==> src/hdl/sasmd_pkg.sv <==
`timescale 1ns / 1ps
package sasmd_pkg;

  typedef enum logic [1:0] {
    CMD_ADD = 2'd0,
    CMD_SUB = 2'd1,
    CMD_MUL = 2'd2,
    CMD_DIV = 2'd3
  } cmd_t;

  typedef enum logic [1:0] {
    ST_OK  = 2'b00,
    ST_OVF = 2'b01,
    ST_DZ  = 2'b10
  } status_t;

endpackage

==> src/hdl/sasmd_queue.sv <==
`timescale 1ns / 1ps
module sasmd_queue #(
  parameter int DW    = 28,
  parameter int DEPTH = 4
) (
  input  logic                        clk,
  input  logic                        rst_n,
  input  logic                        wr,
  input  logic [DW-1:0]               wr_data,
  output logic                        full,
  input  logic                        rd,
  output logic                        rd_valid,
  output logic [DW-1:0]               rd_data,
  output logic [$clog2(DEPTH+1)-1:0]  level
);
  localparam int AW = (DEPTH > 1) ? $clog2(DEPTH) : 1;
  localparam int CW = $clog2(DEPTH+1);

  logic [DW-1:0] mem_r [0:DEPTH-1];
  logic [AW-1:0] wp_r, wp_nxt, rp_r, rp_nxt;
  logic [CW-1:0] cnt_r, cnt_nxt;
  logic          do_wr, do_rd;

  assign full     = (cnt_r == CW'(DEPTH));
  assign rd_valid = (cnt_r != '0);
  assign rd_data  = mem_r[rp_r];
  assign level    = cnt_r;
  assign do_wr    = wr && !full;
  assign do_rd    = rd && rd_valid;

  always_comb begin
    wp_nxt  = wp_r;
    rp_nxt  = rp_r;
    cnt_nxt = cnt_r;
    if (do_wr) begin
      wp_nxt = (wp_r == AW'(DEPTH-1)) ? '0 : wp_r + 1'b1;
    end
    if (do_rd) begin
      rp_nxt = (rp_r == AW'(DEPTH-1)) ? '0 : rp_r + 1'b1;
    end
    case ({do_wr, do_rd})
      2'b10:   cnt_nxt = cnt_r + 1'b1;
      2'b01:   cnt_nxt = cnt_r - 1'b1;
      default: cnt_nxt = cnt_r;
    endcase
  end

  always_ff @(posedge clk) begin
    if (!rst_n) begin
      wp_r  <= '0;
      rp_r  <= '0;
      cnt_r <= '0;
    end else begin
      wp_r  <= wp_nxt;
      rp_r  <= rp_nxt;
      cnt_r <= cnt_nxt;
    end
  end

  always_ff @(posedge clk) begin
    if (do_wr) begin
      mem_r[wp_r] <= wr_data;
    end
  end
endmodule

==> src/hdl/sasmd_front.sv <==
`timescale 1ns / 1ps
module sasmd_front import sasmd_pkg::*; #(
  parameter int WIDTH = 8
) (
  input  logic                   in_valid,
  output logic                   in_stall,
  input  logic [1:0]             in_cmd,
  input  logic signed [WIDTH-1:0] in_operand_a,
  input  logic signed [WIDTH-1:0] in_operand_b,
  output logic                   q_wr,
  output logic [3*WIDTH+3:0]     q_data,
  input  logic                   q_full
);
  logic [WIDTH-1:0] ua, ub, sum, dif, fast_lo;
  status_t          fast_st;
  cmd_t             cmd;

  assign ua  = in_operand_a;
  assign ub  = in_operand_b;
  assign cmd = cmd_t'(in_cmd);
  assign sum = ua + ub;
  assign dif = ua - ub;

  // resolve add and subtract here; multiply and divide go to the back end
  always_comb begin
    fast_lo = '0;
    fast_st = ST_OK;
    case (cmd)
      CMD_ADD: begin
        fast_lo = sum;
        if ((ua[WIDTH-1] == ub[WIDTH-1]) && (ua[WIDTH-1] != sum[WIDTH-1])) fast_st = ST_OVF;
      end
      CMD_SUB: begin
        fast_lo = dif;
        if ((ua[WIDTH-1] != ub[WIDTH-1]) && (ua[WIDTH-1] != dif[WIDTH-1])) fast_st = ST_OVF;
      end
      default: begin
        fast_lo = '0;
        fast_st = ST_OK;
      end
    endcase
  end

  assign in_stall = q_full;
  assign q_wr     = in_valid && !q_full;
  assign q_data   = {in_cmd, ua, ub, fast_lo, fast_st};
endmodule

==> src/hdl/sasmd_back.sv <==
`timescale 1ns / 1ps
module sasmd_back import sasmd_pkg::*; #(
  parameter int WIDTH = 8
) (
  input  logic                 clk,
  input  logic                 rst_n,
  input  logic                 q_valid,
  input  logic [3*WIDTH+3:0]   q_data,
  output logic                 q_rd,
  output logic                 out_valid,
  input  logic                 out_stall,
  output logic [WIDTH-1:0]     out_result_low,
  output logic [WIDTH-1:0]     out_result_high,
  output logic [1:0]           out_status
);
  localparam int W = WIDTH;

  cmd_t             h_cmd;
  logic [W-1:0]     h_a, h_b, h_lo, a_mag, b_mag;
  status_t          h_st, ld_st;
  logic [2*W-1:0]   prod;
  logic [W-1:0]     ld_lo, ld_hi;
  logic             adv;

  logic             v_r    [0:W];
  cmd_t             cmd_r  [0:W];
  logic [W-1:0]     lo_r   [0:W];
  logic [W-1:0]     hi_r   [0:W];
  status_t          st_r   [0:W];
  logic             qneg_r [0:W];
  logic             rneg_r [0:W];
  logic [W-1:0]     rem_r  [0:W];
  logic [W-1:0]     qd_r   [0:W];
  logic [W-1:0]     d_r    [0:W];

  logic             out_valid_r;
  logic [W-1:0]     out_lo_r, out_lo_nxt, out_hi_r, out_hi_nxt;
  status_t          out_st_r;
  logic [W-1:0]     qf, rf;

  assign h_cmd = cmd_t'(q_data[3*W+3 -: 2]);
  assign h_a   = q_data[3*W+1 -: W];
  assign h_b   = q_data[2*W+1 -: W];
  assign h_lo  = q_data[W+1 -: W];
  assign h_st  = status_t'(q_data[1:0]);

  // advance everything unless the output beat is held
  assign adv  = !(out_valid_r && out_stall);
  assign q_rd = adv;

  assign a_mag = h_a[W-1] ? (~h_a + 1'b1) : h_a;
  assign b_mag = h_b[W-1] ? (~h_b + 1'b1) : h_b;
  assign prod  = $signed(h_a) * $signed(h_b);

  always_comb begin
    ld_lo = h_lo;
    ld_hi = '0;
    ld_st = h_st;
    case (h_cmd)
      CMD_MUL: begin
        ld_lo = prod[W-1:0];
        ld_hi = prod[2*W-1:W];
        ld_st = ST_OK;
      end
      CMD_DIV: begin
        ld_lo = '0;
        ld_hi = h_a;
        if (h_b == '0) ld_st = ST_DZ;
        else if (h_a == {1'b1, {(W-1){1'b0}}} && h_b == '1) ld_st = ST_OVF;
        else ld_st = ST_OK;
      end
      default: begin
        ld_lo = h_lo;
        ld_hi = '0;
        ld_st = h_st;
      end
    endcase
  end

  always_ff @(posedge clk) begin
    if (!rst_n) begin
      v_r[0] <= 1'b0;
    end else if (adv) begin
      v_r[0] <= q_valid;
    end
  end

  always_ff @(posedge clk) begin
    if (adv) begin
      cmd_r[0]  <= h_cmd;
      lo_r[0]   <= ld_lo;
      hi_r[0]   <= ld_hi;
      st_r[0]   <= ld_st;
      qneg_r[0] <= h_a[W-1] ^ h_b[W-1];
      rneg_r[0] <= h_a[W-1];
      rem_r[0]  <= '0;
      qd_r[0]   <= a_mag;
      d_r[0]    <= b_mag;
    end
  end

  // one restoring divide step per stage
  for (genvar k = 0; k < W; k++) begin : g_step
    logic [W:0]   t;
    logic         ge;
    logic [W:0]   diff;

    assign t    = {rem_r[k], qd_r[k][W-1]};
    assign diff = t - {1'b0, d_r[k]};
    assign ge   = (t >= {1'b0, d_r[k]});

    always_ff @(posedge clk) begin
      if (!rst_n) begin
        v_r[k+1] <= 1'b0;
      end else if (adv) begin
        v_r[k+1] <= v_r[k];
      end
    end

    always_ff @(posedge clk) begin
      if (adv) begin
        cmd_r[k+1]  <= cmd_r[k];
        lo_r[k+1]   <= lo_r[k];
        hi_r[k+1]   <= hi_r[k];
        st_r[k+1]   <= st_r[k];
        qneg_r[k+1] <= qneg_r[k];
        rneg_r[k+1] <= rneg_r[k];
        d_r[k+1]    <= d_r[k];
        rem_r[k+1]  <= ge ? diff[W-1:0] : t[W-1:0];
        qd_r[k+1]   <= {qd_r[k][W-2:0], ge};
      end
    end
  end

  assign qf = qneg_r[W] ? (~qd_r[W] + 1'b1) : qd_r[W];
  assign rf = rneg_r[W] ? (~rem_r[W] + 1'b1) : rem_r[W];

  always_comb begin
    out_lo_nxt = lo_r[W];
    out_hi_nxt = hi_r[W];
    if (cmd_r[W] == CMD_DIV) begin
      if (st_r[W] == ST_DZ) begin
        out_lo_nxt = '1;
      end else begin
        out_lo_nxt = qf;
        out_hi_nxt = rf;
      end
    end
  end

  always_ff @(posedge clk) begin
    if (!rst_n) begin
      out_valid_r <= 1'b0;
    end else if (adv) begin
      out_valid_r <= v_r[W];
    end
  end

  always_ff @(posedge clk) begin
    if (adv) begin
      out_lo_r <= out_lo_nxt;
      out_hi_r <= out_hi_nxt;
      out_st_r <= st_r[W];
    end
  end

  assign out_valid       = out_valid_r;
  assign out_result_low  = out_lo_r;
  assign out_result_high = out_hi_r;
  assign out_status      = out_st_r;
endmodule

==> src/hdl/signed_add_sub_mul_div_alu.sv <==
`timescale 1ns / 1ps
// Signed add / subtract / multiply / divide unit. One beat in gives one beat
// out, in order, at one beat per cycle when nothing stalls. The front end
// takes each beat, works out add and subtract with their overflow flag, and
// drops it into a DEPTH entry queue; the back end pops one entry per cycle,
// unless the output is stalled, into a WIDTH+2 stage pipeline (a register
// after the multiplier, then one restoring divide step per stage, then the
// sign fix-up into the output register). The divide pipeline length sets the
// latency, plus any time spent in the queue. Multiply returns the full
// 2*WIDTH-bit product as high and low words. Divide truncates toward zero
// and the remainder takes the dividend's sign; divide by zero reports status
// 2 with all ones low and the dividend high, and the most negative value
// over minus one reports status 1 with the wrapped quotient.
module signed_add_sub_mul_div_alu import sasmd_pkg::*; #(
  parameter int WIDTH = 8,
  parameter int DEPTH = 4
) (
  input  logic                    clk,
  input  logic                    rst_n,
  input  logic                    in_valid,
  output logic                    in_stall,
  input  logic [1:0]              in_cmd,
  input  logic signed [WIDTH-1:0] in_operand_a,
  input  logic signed [WIDTH-1:0] in_operand_b,
  output logic                    out_valid,
  input  logic                    out_stall,
  output logic [WIDTH-1:0]        out_result_low,
  output logic [WIDTH-1:0]        out_result_high,
  output logic [1:0]              out_status
);
  localparam int QW = 3*WIDTH + 4;
  localparam int CW = $clog2(DEPTH+1);

  logic          q_wr, q_full, q_rd, q_valid;
  logic [QW-1:0] q_wdata, q_rdata;
  logic [CW-1:0] q_level;

  // classify and resolve the cheap ops
  sasmd_front #(.WIDTH(WIDTH)) u_front (
    .in_valid     (in_valid),
    .in_stall     (in_stall),
    .in_cmd       (in_cmd),
    .in_operand_a (in_operand_a),
    .in_operand_b (in_operand_b),
    .q_wr         (q_wr),
    .q_data       (q_wdata),
    .q_full       (q_full)
  );

  // decouple front and back so each side can stall on its own
  sasmd_queue #(.DW(QW), .DEPTH(DEPTH)) u_queue (
    .clk      (clk),
    .rst_n    (rst_n),
    .wr       (q_wr),
    .wr_data  (q_wdata),
    .full     (q_full),
    .rd       (q_rd),
    .rd_valid (q_valid),
    .rd_data  (q_rdata),
    .level    (q_level)
  );

  // multiply and divide pipeline, plus output register
  sasmd_back #(.WIDTH(WIDTH)) u_back (
    .clk             (clk),
    .rst_n           (rst_n),
    .q_valid         (q_valid),
    .q_data          (q_rdata),
    .q_rd            (q_rd),
    .out_valid       (out_valid),
    .out_stall       (out_stall),
    .out_result_low  (out_result_low),
    .out_result_high (out_result_high),
    .out_status      (out_status)
  );

  // queue never holds more than its depth
  a_level: assert property (@(posedge clk) disable iff (!rst_n)
    q_level <= CW'(DEPTH))
    else $error("queue level beyond depth");

  // divide by zero always reports all ones in the low word
  a_dz_low: assert property (@(posedge clk) disable iff (!rst_n)
    (out_valid && out_status == ST_DZ) |-> (out_result_low == '1))
    else $error("divide by zero low word not all ones");

  // overflow only comes from add, subtract or divide, all with a zero high word
  a_ovf_high: assert property (@(posedge clk) disable iff (!rst_n)
    (out_valid && out_status == ST_OVF) |-> (out_result_high == '0))
    else $error("overflow beat with nonzero high word");
endmodule

==> config.mk <==
export PLATFORM = sky130hd
export DESIGN_NAME = signed_add_sub_mul_div_alu
export DESIGN_NICKNAME = d
export VERILOG_FILES = /design/src/hdl/sasmd_pkg.sv /design/src/hdl/sasmd_queue.sv /design/src/hdl/sasmd_front.sv /design/src/hdl/sasmd_back.sv /design/src/hdl/signed_add_sub_mul_div_alu.sv
export SDC_FILE = /design/constraint.sdc
export NUM_CORES = 1
export LEC_CHECK = 0
export ABC_CLOCK_PERIOD_IN_PS = 17360
export CORE_UTILIZATION = 50
export DETAILED_ROUTE_END_ITERATION = 8
export DONT_BUFFER_PORTS = 1
export PLACE_DENSITY = 0.62
export SLEW_MARGIN = 5
export SYNTH_ARGS = -nofsm -noshare
export SYNTH_HDL_FRONTEND = slang
export SYNTH_HIERARCHICAL = 1
export SYNTH_SLANG_ARGS = --single-unit
==> constraint.sdc <==
create_clock -name clk -period 17.36 [get_ports clk]
set_input_delay 0.868 -clock clk [delete_from_list [all_inputs] [get_ports clk]]
set_output_delay 0.868 -clock clk [all_outputs]
set_load 0.01 [all_outputs]
==> out/results.txt <==
run status -> finished clean
DP Area -> 25900 µm²
Worst Tran Pin Value -> 1.15 ns
first-pass GRT wire length -> 65800 µm
WL/cell -> 16.8 µm
fin area -> 27800 µm²
most frequent cell after synthesis -> edfxtp_1
Core ar. -> 50100 µm²
nets -> 1898
die area -> 51500 µm²
Die Wd -> 227 µm
min-delay worst type -> in2reg
Clock Path Buffers -> 3
Unique masters post-synth -> 72
Sequential cell area -> 16300 µm²
Root Driver -> clkbuf_16
TritonCTS clock tree -> yes
Clock Skew -> 0.0145 ns
number of routed nets with antenna violations -> 0
Max Freq -> 162 MHz
Synth Net Count -> 1885
RSZ-0062 raised after global routing -> false
CP Max Fanout -> 28
clk sinks -> 547
gr ovfl total -> 0
number of synthesized flops with an enable pin -> 536
Post-Syn Area -> 25300 µm²
#FFs+latches synth -> 547
TNS Setup -> 0 ns
DRT Pass-1 Iters -> 7
crit start category -> flop
Clk pin slew, worst setup/hold paths -> 0.06 ns
final setup violating endpoints -> 0
Post-CTS Resized -> 0
hold_buf cts -> 0
Synth area leaders -> edfxtp_1 (64%), ha_1 (5.6%), fa_1 (5.1%), inv_1 (3.2%), mux4_2 (1.8%)
Site Rows -> 82
dpl hpwl -> 27200 µm
Critical Setup Path Class -> reg2reg
H-tree depth -> 2
CTS Buf Count -> 58
gpl congestion -> 0.835
pin count of the biggest net entering global routing -> 96
Tcrit/Tclk final -> 35.6%
number of global-route vias before repair -> 12945
drt total wl -> 40600 µm
P&R area growth vs syn -> 9.80%
critical path data arrival time -> 6.57 ns
Post-synth top flop -> edfxtp_1
top cell type's share of synthesized area -> 63.6%
Slew Limit Fails -> 0
fillcell total -> 4064
cell count after synthesis -> 1685
final hold violation count -> 0
global-route usage over all layers -> 16.4%
I/O pins -> 42
most common library cells after synthesis -> edfxtp_1 (536), inv_1 (213), ha_1 (113)
antenna violations before repair -> 0
Initial DRC Count -> 581
Syn Area/Cell -> 15.0 µm²
vias per cell -> 5.13
Initial Utilization -> 50.5%
clk_lat worst skew -> 0.61 ns
max_slew headroom -> 23.1%
fraction of layout cells with a size suffix above 1 -> 11.6%
min Tclk post-route -> 6.19 ns
DRC -> 0
Ant. Diodes -> 0
worst path required time -> 17.74 ns
cell taking the most area after synthesis -> edfxtp_1
postcts setup bufs -> 0
Vias -> 12393
Vert. Die Dim -> 227 µm
sequential element share of the synthesized area -> 64.5%
I/O Buffers -> 0
max-cap viol count -> 0
ys async rst share -> 0%
warnings from Yosys -> 6
CP endpoint kind -> flop
HP Start -> in_operand_b[5]
area of the multi-input gates -> 7870 µm²
[worst paths after layout]
path                          end  slack [ns]  cells past startpoint
min          u_queue/mem_r[0][15]        0.35                      0
max reg2reg     u_back/hi_r[0][6]       11.17                     16
max             u_back/hi_r[0][6]       11.17                     16
min reg2reg    u_back/hi_r[0][65]        0.41                      0
[metal layers]
metal / share of wire [%] / global-route usage [%]
met5: 0 / 0
met2: 51 / 29.3
met1: 42 / 19.7
met3: 4.0 / 3.05
met4: 2.9 / 6.04
[cells by family after synthesis]
| logic type | share of synthesized area (%) |
|---|---|
| AO/OA/AOI/OAI | 6.29 |
| XOR/XNOR | 2.15 |
| adder cells (fa/ha/maj) | 10.7 |
| buffers and inverters | 4.45 |
| flip-flops | 64.5 |
| multiplexers | 5.30 |
| other | 0.0148 |
| AND/OR/NAND/NOR | 6.58 |
[placed cells by master, fill, tap and decap left out, types with 35 or more instances in the layout]
cell type  synthesis  routed
ha_1             113     113
nor2_1            97      97
o21ai_0           46      46
edfxtp_1         536     536
and2_1            49      45
xnor2_1           35      35
fa_1              65      65
nand2_1           65      64
mux2_2            35      35
inv_1            213     213
clkbuf_16          0      58
a21oi_1           49      49
[cell type report]
type	count	share of cell area (%)
clock buffer	65	5.32
clock inverter	42	1.47
inverter	213	2.88
multi-input combinational	870	28.3
sequential	547	58.7
tap	672	3.03
timing repair buffer	8	0.216
[stage by stage]
stage	setup WS [ns]	util, %	cells	hold WS, ns
CTS	11.16	55.5	2417	0.312
global route	10.80	55.5	2417	0.321
global placement	11.24	51.7	2310	0.401
floorplan	4.79	-	1685	0.400
detailed placement	11.18	51.7	2310	0.405
finish	11.17	55.5	2417	0.353
[registers in the layout (all words and copies together) (netlist names), named ones only]
signal / flops
u_back/qneg_r: 9
u_back/cmd_r: 18
u_queue/level: 3
u_back/out_result_high: 8
u_back/hi_r: 72
u_back/v_r: 9
u_back/out_status: 2
u_back/out_result_low: 8
u_queue/wp_r: 2
u_queue/rp_r: 2
u_back/st_r: 18
u_back/lo_r: 72
u_back/rem_r: 64
u_back/out_valid: 1
u_queue/mem_r: 112
u_back/rneg_r: 9
u_back/d_r: 64
u_back/qd_r: 72
[worst max-delay path, stage by stage, from the launching register on]
cell and delay [ns]:
dfxtp_2 0.99, mux4_2 0.78, and2_1 0.25, fa_1 0.45
fa_1 0.55, inv_1 0.05, fa_1 0.46, fa_1 0.54
inv_1 0.04, ha_1 0.32, nor2b_1 0.16, o21a_1 0.18
o21ai_0 0.27, a21oi_1 0.14, and4_1 0.24, a2111o_1 0.38
o311ai_0 0.12
Power is not shown: default switching activity piles up to over one toggle a cycle in this logic, so the estimate is an artifact.
